`config.mk`:
```
export PLATFORM = sky130hd
export DESIGN_NAME = button_auto_repeat_engine_unit
export DESIGN_NICKNAME = d
export VERILOG_FILES = /design/src/bare_pkg.sv /design/src/button_auto_repeat_engine_unit.sv /design/src/bare_ram.sv /design/src/bare_ctrl.sv /design/src/bare_dp.sv
export SDC_FILE = /design/constraint.sdc
export NUM_CORES = 2
export LEC_CHECK = 0
export CORE_ASPECT_RATIO = 0.8
export CORE_MARGIN = 8
export CORE_UTILIZATION = 40
export DETAILED_ROUTE_END_ITERATION = 16
export DONT_BUFFER_PORTS = 1
export HOLD_SLACK_MARGIN = 0.15
export PLACE_DENSITY_LB_ADDON = 0.12
export SLEW_MARGIN = 20
export SYNTH_ARGS = -nofsm -noshare
export SYNTH_HDL_FRONTEND = slang
export SYNTH_SLANG_ARGS = --single-unit
```
`constraint.sdc`:
```
create_clock -name clk -period 7.8 [get_ports clk]
set_clock_uncertainty 0.1 [all_clocks]
set_input_delay 1.56 -clock clk [delete_from_list [all_inputs] [get_ports clk]]
set_output_delay 1.56 -clock clk [all_outputs]
set_load 0.01 [all_outputs]
```
`src/bare_pkg.sv`:
```
`timescale 1ns / 1ps
// shared types and constants of the button auto-repeat engine
// no dependencies; used by every module of the block except bare_ram

package bare_pkg;

	// table geometry
	localparam int NUM_PLAYERS = 2;
	localparam int NUM_BUTTONS = 32;
	localparam int TABLE_SIZE  = NUM_PLAYERS * NUM_BUTTONS;
	localparam int IDX_W       = (TABLE_SIZE > 1) ? $clog2(TABLE_SIZE) : 1;
	localparam int PLY_CW      = (NUM_PLAYERS > 1) ? $clog2(NUM_PLAYERS) : 1;
	localparam int BTN_CW      = $clog2(NUM_BUTTONS);

	// field and register widths
	localparam int ACTION_W = 2;
	localparam int PLAYER_W = 1;
	localparam int BUTTON_W = 5;
	localparam int COUNT_W  = 16;
	localparam int CFG_IDX_W = 8;
	localparam logic [COUNT_W-1:0] COUNT_MAX = '1;

	// reset values of the registers
	localparam logic [COUNT_W-1:0] DELAY_RESET    = 16'd30;
	localparam logic [COUNT_W-1:0] INTERVAL_RESET = 16'd6;

	// register indexes
	localparam logic [CFG_IDX_W-1:0] REG_INITIAL_DELAY   = 8'd0;
	localparam logic [CFG_IDX_W-1:0] REG_REPEAT_INTERVAL = 8'd1;

	// action codes
	localparam logic [ACTION_W-1:0] ACT_PRESS   = 2'd0;
	localparam logic [ACTION_W-1:0] ACT_RELEASE = 2'd1;
	localparam logic [ACTION_W-1:0] ACT_TICK    = 2'd2;

	typedef struct packed {
		logic [ACTION_W-1:0] action;
		logic [PLAYER_W-1:0] player;
		logic [BUTTON_W-1:0] button;
	} in_word_t;

	typedef struct packed {
		logic [PLAYER_W-1:0] rep_player;
		logic [BUTTON_W-1:0] rep_button;
		logic                last_of_tick;
	} out_word_t;

	typedef enum logic [1:0] {
		ST_IDLE,
		ST_SWEEP,
		ST_FLUSH
	} ctrl_state_t;

	// controller to datapath
	typedef struct packed {
		logic accept_in;
		logic start_sweep;
		logic eval;
		logic flush;
	} dp_cmd_t;

	// datapath to controller
	typedef struct packed {
		logic commit;
		logic last_entry;
		logic flush_done;
	} dp_status_t;

endpackage

```
`src/button_auto_repeat_engine_unit.sv`:
```
`timescale 1ns / 1ps
// top level of the button auto-repeat engine
// depends on bare_pkg, bare_ctrl, bare_dp, bare_ram

// A press or release word is taken only while the block is idle. A tick word
// walks the whole player/button table, one entry per cycle through the entry
// ram that holds each repeat flag and tick count (reading the next entry while
// writing back the current one), except while a repeat event waits because the
// pending event and the stalled output register are both full; the final event
// then waits on a stalled output before the block takes input again.
// Repeat events leave in ascending player, then button order, the last one
// of a tick carrying last_of_tick. The registers are always ready and are
// meant to be written while the block is idle.

module button_auto_repeat_engine_unit import bare_pkg::*; (
	input  logic                 clk,
	input  logic                 arst_n,
	input  logic                 in_valid,
	output logic                 in_stall,
	input  in_word_t             in_data,
	output logic                 out_valid,
	input  logic                 out_stall,
	output out_word_t            out_data,
	input  logic                 cfg_valid,
	output logic                 cfg_ready,
	input  logic [CFG_IDX_W-1:0] cfg_index,
	input  logic [COUNT_W-1:0]   cfg_data
);

	dp_cmd_t    cmd;
	dp_status_t status;

	assign cfg_ready = 1'b1;

	// sequencer
	bare_ctrl u_ctrl (
		.clk     (clk),
		.arst_n  (arst_n),
		.in_valid(in_valid),
		.in_data (in_data),
		.in_stall(in_stall),
		.cmd     (cmd),
		.status  (status)
	);

	// entry table and event path
	bare_dp u_dp (
		.clk      (clk),
		.arst_n   (arst_n),
		.in_data  (in_data),
		.cmd      (cmd),
		.status   (status),
		.cfg_wr   (cfg_valid && cfg_ready),
		.cfg_index(cfg_index),
		.cfg_data (cfg_data),
		.out_valid(out_valid),
		.out_stall(out_stall),
		.out_data (out_data)
	);

endmodule

```
`src/bare_ram.sv`:
```
`timescale 1ns / 1ps
// generic simple dual-port ram, one write port and one registered read port
// no dependencies

module bare_ram #(
	parameter int WIDTH = 16,
	parameter int DEPTH = 64
) (
	input  logic                     clk,
	input  logic                     wr_en,
	input  logic [$clog2(DEPTH)-1:0] wr_addr,
	input  logic [WIDTH-1:0]         wr_data,
	input  logic                     rd_en,
	input  logic [$clog2(DEPTH)-1:0] rd_addr,
	output logic [WIDTH-1:0]         rd_data
);

	logic [WIDTH-1:0] mem_q [DEPTH];

	// write port
	always_ff @(posedge clk) begin
		if (wr_en) begin
			mem_q[wr_addr] <= wr_data;
		end
	end

	// registered read port, holds while not enabled
	always_ff @(posedge clk) begin
		if (rd_en) begin
			rd_data <= mem_q[rd_addr];
		end
	end

endmodule

```
`src/bare_ctrl.sv`:
```
`timescale 1ns / 1ps
// controller of the auto-repeat engine: idle, table sweep and final flush
// depends on bare_pkg

module bare_ctrl import bare_pkg::*; (
	input  logic       clk,
	input  logic       arst_n,
	input  logic       in_valid,
	input  in_word_t   in_data,
	output logic       in_stall,
	output dp_cmd_t    cmd,
	input  dp_status_t status
);

	ctrl_state_t state_q, state_d;

	// state register
	always_ff @(posedge clk or negedge arst_n) begin
		if (!arst_n) begin
			state_q <= ST_IDLE;
		end else begin
			state_q <= state_d;
		end
	end

	// next state
	always_comb begin
		state_d = state_q;
		case (state_q)
			ST_IDLE: begin
				if (in_valid && in_data.action == ACT_TICK) begin
					state_d = ST_SWEEP;
				end
			end
			ST_SWEEP: begin
				if (status.commit && status.last_entry) begin
					state_d = ST_FLUSH;
				end
			end
			ST_FLUSH: begin
				if (status.flush_done) begin
					state_d = ST_IDLE;
				end
			end
			default: state_d = ST_IDLE;
		endcase
	end

	// outputs
	always_comb begin
		in_stall        = 1'b1;
		cmd             = '0;
		case (state_q)
			ST_IDLE: begin
				in_stall        = 1'b0;
				cmd.accept_in   = in_valid;
				cmd.start_sweep = in_valid && in_data.action == ACT_TICK;
			end
			ST_SWEEP: begin
				cmd.eval = 1'b1;
			end
			ST_FLUSH: begin
				cmd.flush = 1'b1;
			end
			default: begin
				in_stall = 1'b1;
			end
		endcase
	end

endmodule

```
`src/bare_dp.sv`:
```
`timescale 1ns / 1ps
// datapath of the auto-repeat engine: armed flags, entry ram (repeat flag and tick count),
// sweep counters, pending event and output register; depends on bare_pkg, bare_ram

module bare_dp import bare_pkg::*; (
	input  logic                 clk,
	input  logic                 arst_n,
	input  in_word_t             in_data,
	input  dp_cmd_t              cmd,
	output dp_status_t           status,
	input  logic                 cfg_wr,
	input  logic [CFG_IDX_W-1:0] cfg_index,
	input  logic [COUNT_W-1:0]   cfg_data,
	output logic                 out_valid,
	input  logic                 out_stall,
	output out_word_t            out_data
);

	logic [COUNT_W-1:0]    delay_q, interval_q;
	logic [TABLE_SIZE-1:0] armed_q;
	logic                  armed_rd_q;
	logic [IDX_W-1:0]      idx_q;
	logic [PLY_CW-1:0]     ply_q;
	logic [BTN_CW-1:0]     btn_q;
	logic                  pend_valid_q;
	out_word_t             pend_q;
	logic                  out_valid_q;
	out_word_t             out_q;

	logic [COUNT_W:0]   rd_entry;
	logic [COUNT_W-1:0] rd_count, inc_count, new_count;
	logic               rd_rep;
	logic               fire, new_rep, entry_armed, out_free, commit;
	logic               in_ok;
	logic [IDX_W-1:0]   in_idx;
	logic               ram_wr_en, ram_rd_en;
	logic [IDX_W-1:0]   ram_wr_addr, ram_rd_addr;
	logic [COUNT_W:0]   ram_wr_data;

	// configuration registers
	always_ff @(posedge clk or negedge arst_n) begin
		if (!arst_n) begin
			delay_q    <= DELAY_RESET;
			interval_q <= INTERVAL_RESET;
		end else if (cfg_wr) begin
			if (cfg_index == REG_INITIAL_DELAY) begin
				delay_q <= cfg_data;
			end else if (cfg_index == REG_REPEAT_INTERVAL) begin
				interval_q <= cfg_data;
			end
		end
	end

	// press and release decode
	always_comb begin
		in_ok  = in_data.button != '0
			&& 32'(in_data.player) < NUM_PLAYERS
			&& 32'(in_data.button) < NUM_BUTTONS;
		in_idx = IDX_W'(32'(in_data.player) * NUM_BUTTONS + 32'(in_data.button));
	end

	// entry evaluation on the repeat flag and count read back from the ram
	always_comb begin
		rd_count    = rd_entry[COUNT_W-1:0];
		rd_rep      = rd_entry[COUNT_W];
		entry_armed = armed_rd_q;
		inc_count   = (rd_count == COUNT_MAX) ? rd_count : rd_count + 1'b1;
		fire        = 1'b0;
		new_rep     = rd_rep;
		new_count   = inc_count;
		if (!rd_rep) begin
			if (inc_count >= delay_q) begin
				fire      = 1'b1;
				new_rep   = 1'b1;
				new_count = '0;
			end
		end else if (inc_count >= interval_q) begin
			fire      = 1'b1;
			new_count = '0;
		end
		fire     = fire && entry_armed;
		out_free = !out_valid_q || !out_stall;
		commit   = cmd.eval && !(fire && pend_valid_q && !out_free);
	end

	// ram port control
	always_comb begin
		ram_wr_en   = 1'b0;
		ram_wr_addr = idx_q;
		ram_wr_data = {new_rep, new_count};
		ram_rd_en   = 1'b0;
		ram_rd_addr = idx_q + 1'b1;
		if (cmd.accept_in && in_data.action == ACT_PRESS && in_ok) begin
			ram_wr_en   = 1'b1;
			ram_wr_addr = in_idx;
			ram_wr_data = '0;
		end else if (commit && entry_armed) begin
			ram_wr_en = 1'b1;
		end
		if (cmd.start_sweep) begin
			ram_rd_en   = 1'b1;
			ram_rd_addr = '0;
		end else if (commit) begin
			ram_rd_en = 1'b1;
		end
	end

	bare_ram #(
		.WIDTH(COUNT_W + 1),
		.DEPTH(TABLE_SIZE)
	) u_count_ram (
		.clk    (clk),
		.wr_en  (ram_wr_en),
		.wr_addr(ram_wr_addr),
		.wr_data(ram_wr_data),
		.rd_en  (ram_rd_en),
		.rd_addr(ram_rd_addr),
		.rd_data(rd_entry)
	);

	// armed flags
	always_ff @(posedge clk or negedge arst_n) begin
		if (!arst_n) begin
			armed_q <= '0;
		end else if (cmd.accept_in && in_ok && in_data.action == ACT_PRESS) begin
			armed_q[in_idx] <= 1'b1;
		end else if (cmd.accept_in && in_ok && in_data.action == ACT_RELEASE) begin
			armed_q[in_idx] <= 1'b0;
		end
	end

	// armed flag read alongside the ram entry
	always_ff @(posedge clk or negedge arst_n) begin
		if (!arst_n) begin
			armed_rd_q <= 1'b0;
		end else if (ram_rd_en) begin
			armed_rd_q <= armed_q[ram_rd_addr];
		end
	end

	// sweep position, player then button order
	always_ff @(posedge clk or negedge arst_n) begin
		if (!arst_n) begin
			idx_q <= '0;
			ply_q <= '0;
			btn_q <= '0;
		end else if (cmd.start_sweep) begin
			idx_q <= '0;
			ply_q <= '0;
			btn_q <= '0;
		end else if (commit) begin
			idx_q <= idx_q + 1'b1;
			if (32'(btn_q) == NUM_BUTTONS - 1) begin
				btn_q <= '0;
				ply_q <= ply_q + 1'b1;
			end else begin
				btn_q <= btn_q + 1'b1;
			end
		end
	end

	// pending event, held back until the next one shows whether it was last
	always_ff @(posedge clk or negedge arst_n) begin
		if (!arst_n) begin
			pend_valid_q <= 1'b0;
		end else if (commit && fire) begin
			pend_valid_q <= 1'b1;
		end else if (cmd.flush && out_free) begin
			pend_valid_q <= 1'b0;
		end
	end

	always_ff @(posedge clk) begin
		if (commit && fire) begin
			pend_q.rep_player   <= PLAYER_W'(ply_q);
			pend_q.rep_button   <= BUTTON_W'(btn_q);
			pend_q.last_of_tick <= 1'b0;
		end
	end

	// output register
	always_ff @(posedge clk or negedge arst_n) begin
		if (!arst_n) begin
			out_valid_q <= 1'b0;
		end else if ((commit && fire && pend_valid_q)
				|| (cmd.flush && pend_valid_q && out_free)) begin
			out_valid_q <= 1'b1;
		end else if (!out_stall) begin
			out_valid_q <= 1'b0;
		end
	end

	always_ff @(posedge clk) begin
		if (commit && fire && pend_valid_q) begin
			out_q <= pend_q;
		end else if (cmd.flush && pend_valid_q && out_free) begin
			out_q              <= pend_q;
			out_q.last_of_tick <= 1'b1;
		end
	end

	// status to controller
	always_comb begin
		status.commit     = commit;
		status.last_entry = 32'(idx_q) == TABLE_SIZE - 1;
		status.flush_done = !pend_valid_q || out_free;
	end

	assign out_valid = out_valid_q;
	assign out_data  = out_q;

endmodule
```
## Word level (Yosys, flattened, before mapping)

Memories as Yosys holds them, arrays and structs flattened. A register that Yosys moved wholly into a read port is not among the register bits.
Cells that the tools add are included.

- Input bits: 37
- Output and inout port bits: 10
- Word-level logic and storage cells: 126
- Memories kept: 1
- Bits in registers: 126
- Bits in writable memories: 1088

- Mux-type cells: 45
- $lt $le $gt $ge: 5
- Eq/ne operators: 12
- Reductions and logical operators: 39
- Bitwise gates (word level): 4
- Add/subtract/negate cells: 5

Memories:

| name | depth | bits a word | rd ports | clocked after memory_dff | write ports | RTL line | RTL |
|---|---|---|---|---|---|---|---|
| u_dp.u_count_ram.mem_q | 64 | 17 | 1 | 1 | 1 | bare_ram.sv:18 | `logic [WIDTH-1:0] mem_q [DEPTH];` |

Operators by type and width:

| kind | number |
|---|---|
| $mux 64 | 2 |
| $and 64x64->64 | 1 |
| $mux 16 | 4 |
| $not 64->64 | 1 |
| $or 64x64->64 | 1 |
| $ge 16x16->1 | 2 |
| $mux 6 | 4 |
| $mux 1 | 22 |
| $logic_and 1x1->1 | 18 |
| $mux 17 | 1 |
| $add 16x1->16 const B | 1 |
| $eq 16x16->1 const B | 1 |
| $mux 5 | 3 |
| $lt 6x7->1 const B | 2 |
| $mux 7 | 2 |
| $reduce_bool 2->1 | 5 |
| $eq 8x1->1 const B | 1 |
| $logic_not 8->1 | 1 |
| $mux 2 | 4 |
| $add 6x1->6 const B | 1 |
| $add 6x5->6 | 1 |
| $bmux 1 s6 | 1 |
| $demux 1 s6 | 1 |
| $eq 6x6->1 const B | 1 |
| other kinds (16) | 29 |

## Depth between registers and ports, before layout

- Depth in word-level cells: 15
- Gate-level depth with buffers: 17
- Gate-level depth less buffers: 15

## Modules after synthesis

Synthesis repeated with hierarchy kept, for this count alone.

- Cell total of the unflattened synthesis: 2679
- Area, all modules: 49630.1 um^2

By module, submodules not included:

| module | area each (um^2) | sequential area each (um^2) | cells each | times used |
|---|---|---|---|---|
| bare_ram | 42514.5 | 33181.8 | 1953 | 1 |
| bare_dp | 6977.9 | 3175.5 | 709 | 1 |
| bare_ctrl | 126.4 | 50.0 | 15 | 1 |
| button_auto_repeat_engine_unit | 11.3 | 0.0 | 2 | 1 |

## Worst setup path before layout

Ideal clock, no wire load.

- Path kind: reg-to-reg
- From: reg u_dp.u_count_ram.rd_data[0] (read register of u_dp.u_count_ram.mem_q)
- To: mem u_dp.u_count_ram.mem_q[0][12] (netlist name), data pin
- Cell stages (with the launch flop): 16
- Data required time: 6.989 ns
- Setup time: 0.711 ns
- Path slack: 1.528 ns
- Arrival time: 5.461 ns
- Clock period less this slack: 6.272 ns
- Path buffers: 1
- Path through: edfxtp_1 -> ha_1 -> nand2_1 -> nor4_1 -> nand2b_1 -> clkbuf_1 -> and4_1 -> nand3_1 -> xnor2_1 -> ha_1 -> a21oi_1 -> o21a_1 -> o2111ai_1 -> a21oi_1 -> nor2_1 -> nor3b_1

- Word-level cells in the longest chain between the ends: 6
- Elaborated cells between the ends (all ways): 9
- Classes of those cells: 1 x add/sub; 2 x order compare; 1 x eq/ne; 5 x mux

RTL lines:

| element | RTL line | RTL |
|---|---|---|
| from (decl) | bare_ram.sv:15 | `output logic [WIDTH-1:0] rd_data` |
| $add 16x1->16 / $eq 16x16->1 (equally long branches) | bare_dp.sv:67 | `inc_count = (rd_count == COUNT_MAX) ? rd_count : rd_count + 1'b1;` |
| $mux 16 * | bare_dp.sv:67 |  |
| $ge 16x16->1, on equally long branches | bare_dp.sv:72, bare_dp.sv:77 |  |
| $mux 16, on equally long branches | bare_dp.sv:72, bare_dp.sv:77 |  |
| $mux 16 * | bare_dp.sv:71 | `if (!rd_rep) begin` |
| $mux 17 * | bare_dp.sv:93 | `if (cmd.accept_in && in_data.action == ACT_PRESS && in_ok) begin` |
| named net u_dp.ram_wr_data[12] | bare_dp.sv:38 | `logic [COUNT_W:0] ram_wr_data;` |
| to (decl) | bare_ram.sv:18 |  |

Mark *: on every way through the listed nets, which the timed path passes. The rest lies on a longest branch.

## Worst setup path in the final report

- From: reg u_dp.u_count_ram.rd_data[0] (read register of u_dp.u_count_ram.mem_q)
- To: mem u_dp.u_count_ram.mem_q[41][10] (netlist name), enable pin

- Word-level cells in the longest chain between the ends: 15
- Elaborated cells between the ends (all ways): 18
- Classes of those cells: 1 x add/sub; 2 x order compare; 1 x eq/ne; 8 x mux; 6 x reduce/logical

RTL lines:

| element | RTL line | RTL |
|---|---|---|
| $add 16x1->16 / $eq 16x16->1 (equally long branches) | bare_dp.sv:67 |  |
| $mux 16 * | bare_dp.sv:67 |  |
| $ge 16x16->1, on equally long branches | bare_dp.sv:72, bare_dp.sv:77 |  |
| $mux 1, on equally long branches | bare_dp.sv:72, bare_dp.sv:77 |  |
| $mux 1 * | bare_dp.sv:71 |  |
| $logic_and 1x1->1 * | bare_dp.sv:81 | `fire = fire && entry_armed;` |
| $logic_and 1x1->1 * (2 in series) | bare_dp.sv:83 | `commit = cmd.eval && !(fire && pend_valid_q && !out_free);` |
| $logic_not 1->1 * | bare_dp.sv:83 |  |
| $logic_and 1x1->1 * | bare_dp.sv:83 |  |
| $logic_and 1x1->1 * | bare_dp.sv:97 | `end else if (commit && entry_armed) begin` |
| $mux 1 * | bare_dp.sv:97 |  |
| $mux 1 * | bare_dp.sv:93 |  |
| $mux 1 * | bare_ram.sv:22 | `if (wr_en) begin` |
| $mux 1 (implied by the code) * | bare_ram.sv:23 | `mem_q[wr_addr] <= wr_data;` |

Mark *: on every way between the ends. The rest lies on a longest branch, timed or not.

==> flow_metrics.py <==
metrics = {
    "pwr": {
        "clockPowerShare": 0.244,
        "power_density_mw_per_mm2": 439,
        "combPwrFrac": 0.398,
        "p_seq_frac": 0.358,
        "ir_worst_vdd_uv": 423,
        "switching_share": 0.399,
        "power_w": 0.0251,
        "netSwitchingPower_w": 0.0100,
        "power.internal_w": 0.0151,
        "p_leak_nw": 19.1,
    },
    "setup_path": {
        "startpoint_type": "flop",
        "crit_chain": "ha_1 -> nand2_1 -> nor4_1 -> nand2b_1 -> xnor2_1 -> ha_1 -> nand2b_1 -> a2111o_1 -> a31oi_1 -> o211a_1 -> nor3_1 -> o32a_1 -> buf_4 -> nor2_1 -> buf_4",
        "crit_buf_inv": 2,
        "crit_fanout": 32,
        "setup.worst_path.class": "flop to flop",
        "cp.depth": 15,
        "crit_path_top_delay_cell": "nor2_1",
        "worstPathArrival_ps": 6220,
        "critical_path.top_delay_family": "simple AND/OR/NAND/NOR gates",
        "critPathMaxStageDelay_ps": 730,
        "cp-end-kind": "flop",
        "crit_required_ps": 8130,
        "reg2reg_depth": 15,
    },
    "sta": {
        "layout_min_cycle_time_ps": 5890,
        "tightest_slew_ps": 1150,
        "drv_slew": 0,
        "hold_viol_final": 0,
        "max_freq_mhz": 170,
        "setup_tns_ps": 0,
        "timing.final.crit_share": 0.755,
        "finalSetupViolations": 0,
        "rsz0062_at_grt": "false",
        "maxSlewHeadroom": 0.232,
    },
    "drt": {
        "drc": 0,
        "drt_iter0_drc": 4198,
        "wl_per_cell_um": 30.2,
        "wl_um": 154000,
        "firstDrtPassIters": 6,
        "vias": 30900,
        "drtAntennaViolNets": 0,
        "via_per_inst": 6.06,
    },
    "finish": {
        "drive_gt1_frac": 0.160,
        "stdcell_count": 5095,
        "num-fill-cells": 10800,
        "multiInputGateArea_sq_mm": 0.0132,
        "final-seq-area_sq_mm": 0.0364,
        "syn_to_final_growth_pct": 13.7,
        "final_util": 0.458,
        "fin_nets": 3410,
    },
    "synth": {
        "netlist_area_sq_mm": 0.0503,
        "yosysUniqueCellTypes": 80,
        "syn_inst": 3311,
        "ys_ff_latch": 1231,
        "synth_flop_cell": "edfxtp_1",
        "yosysTopAreaCell": "edfxtp_1",
        "synth_warnings": 0,
        "post_synth.cell_area_avg_sq_um": 15.2,
        "ys_top_cells_by_count": "edfxtp_1 (1118), nand2_1 (473), clkbuf_1 (146)",
        "yosys.area.top_type_share": 0.667,
        "synth_most_common_cell": "edfxtp_1",
        "syn_nets": 3384,
        "yosysSeqAreaShare": 0.724,
        "synthTopCellsByArea": "edfxtp_1 (67%), mux4_2 (5.5%), dfrtp_1 (5.3%)",
        "synth_edf_count": 1118,
        "synth-async-reset-ratio": 0.0918,
    },
    "global_route": {
        "grt_pass1_vias": 30100,
        "grt_max_degree": 130,
        "grt_usage": 0.217,
        "antenna_found_initial": 7,
        "gr-total-overflow": 0,
        "grt_first_pass_wirelength_um": 220000,
    },
    "die": {
        "die_y_um": 333,
        "io_pins": 47,
        "row_count": 116,
        "dieWidth_um": 413,
        "die-area_sq_mm": 0.137,
        "start_util": 0.403,
        "core_sq_mm": 0.125,
    },
    "clock_network": {
        "cts_setup_buffers": 0,
        "clock_sinks": 1231,
        "cts_hold_buffers": 0,
        "cts.clk_slew.worst_paths_ps": 60,
        "cts_root_buf": "clkbuf_16",
        "clockBufferDepth": 3,
        "htree_levels": 3,
        "post_cts_resized": 0,
        "cts_buffers": 121,
        "clk_latency_ps": 730,
        "cts_tree": "built",
    },
    "placement": {
        "portBuffers": 0,
        "placed_cells": 4864,
        "hpwl_um": 92900,
        "place_congestion": 0.880,
    },
    "run": {
        "cap_violations": 0,
    },
    "hold_path": {
        "holdPathStages": 0,
        "hp-class": "flop to flop",
    },
    "outcome": {
        "status": "finished clean",
    },
}
## cell families (layout without fill, tap and decap cells)
family | after synthesis | after routing | share of synthesized area
flops | 1231 | 1231 | 0.724
simple gates | 864 | 864 | 0.0773
compound gates | 682 | 682 | 0.0921
buf+inv | 278 | 408 | 0.0235
mux | 202 | 202 | 0.0713
fa+ha+maj | 36 | 36 | 0.00895
xor+xnor | 17 | 17 | 0.00311
other cells | 1 | 3 | 0.0000745
## flip-flops by register name, summed over array words and instances (netlist names), named ones only
signal,cells
u_ctrl.state_q,2
u_dp.armed_rd_q,1
u_dp.btn_q,5
u_dp.delay_q,16
u_dp.idx_q,6
u_dp.interval_q,16
u_dp.out_data,7
u_dp.out_valid,1
u_dp.pend_q,6
u_dp.pend_valid_q,1
u_dp.ply_q,1
u_dp.u_count_ram.mem_q,1088
u_dp.u_count_ram.rd_data,17
## worst paths after layout
check	from	to	slack (ps)
max	u_dp.u_count_ram.rd_data[0]	u_dp.u_count_ram.mem_q[41][10]	1910
min	flop	flop	290
max reg2reg	u_dp.u_count_ram.rd_data[0]	u_dp.u_count_ram.mem_q[41][10]	1910
min reg2reg	flop	flop	290
max in group asynchronous	arst_n	u_dp.interval_q[1]	6940
min in group asynchronous	arst_n	u_dp.delay_q[15]	420
## power by group through the flow
stage / combinational [W] / clock (W) / sequential, W
2_1_floorplan: 0.00556 / 0 / 0.00905
3_3_place_gp: 0.00966 / 0 / 0.00913
3_5_place_dp: 0.00987 / 0 / 0.00913
4_1_cts: 0.00991 / 0.00622 / 0.00899
5_1_grt: 0.0105 / 0.00645 / 0.00902
6_report: 0.0100 / 0.00612 / 0.00900
## metal layers
metal	share of wire	track usage	up-vias
li1	-	-	13100
met1	0.44	0.326	16100
met2	0.44	0.322	1487
met3	0.094	0.0489	219
met4	0.024	0.0516	0
met5	0	0	-
## area by class of cell
cell class	instances	share of cell area
antenna	2	0.0000875
clock buffer	140	0.0557
clock inverter	87	0.0168
inverter	42	0.00289
multi-input combinational	1802	0.230
sequential	1231	0.637
tap	1652	0.0361
timing repair buffer	139	0.0215
## layout by cell type (no fill, tap or decap), types with 6 or more instances in the layout
cell type | synthesis | layout
edfxtp_1 | 1118 | 1118
nand2_1 | 473 | 470
clkbuf_16 | 0 | 125
buf_4 | 7 | 124
mux4_2 | 123 | 123
nand3_1 | 120 | 120
a21oi_1 | 121 | 118
dfrtp_1 | 107 | 106
o21ai_0 | 106 | 103
o31ai_1 | 86 | 84
nor2_1 | 93 | 81
nand4_1 | 74 | 74
a211oi_1 | 66 | 66
mux2i_1 | 57 | 57
o211ai_1 | 56 | 56
o22ai_1 | 56 | 56
a31oi_1 | 54 | 54
inv_1 | 41 | 41
ha_1 | 36 | 36
a32oi_1 | 33 | 33
o211a_1 | 31 | 31
clkinv_1 | 0 | 27
clkinv_2 | 0 | 24
mux2_2 | 22 | 22
bufinv_16 | 0 | 19
or4_1 | 17 | 17
o221ai_1 | 16 | 16
nor3_1 | 20 | 15
clkbuf_1 | 146 | 15
nor2b_4 | 0 | 11
buf_12 | 0 | 11
xnor2_1 | 11 | 10
nand2b_1 | 8 | 8
and3_1 | 8 | 8
nor2_4 | 0 | 7
nor2b_1 | 17 | 6
nand3b_1 | 6 | 6
clkinvlp_4 | 0 | 6
dfstp_2 | 6 | 6
## per-stage QoR
stage	hold WS [ps]	worst slack [ps]	instance area, sq um
CTS	290	2010	57100
floorplan	300	1530	50300
finish	286	1910	57200
global route	307	1520	57200
detailed placement	275	2010	53000
global placement	275	1830	52800
## worst register-to-register path: cells and delay by family (launching register included)
kind	cells	cell delay, ps
xor+xnor	1	560
buf+inv	2	600
fa+ha+maj	2	620
simple gates	6	1950
compound gates	4	1360
flops	1	400
(Power assumes the default switching activity.)
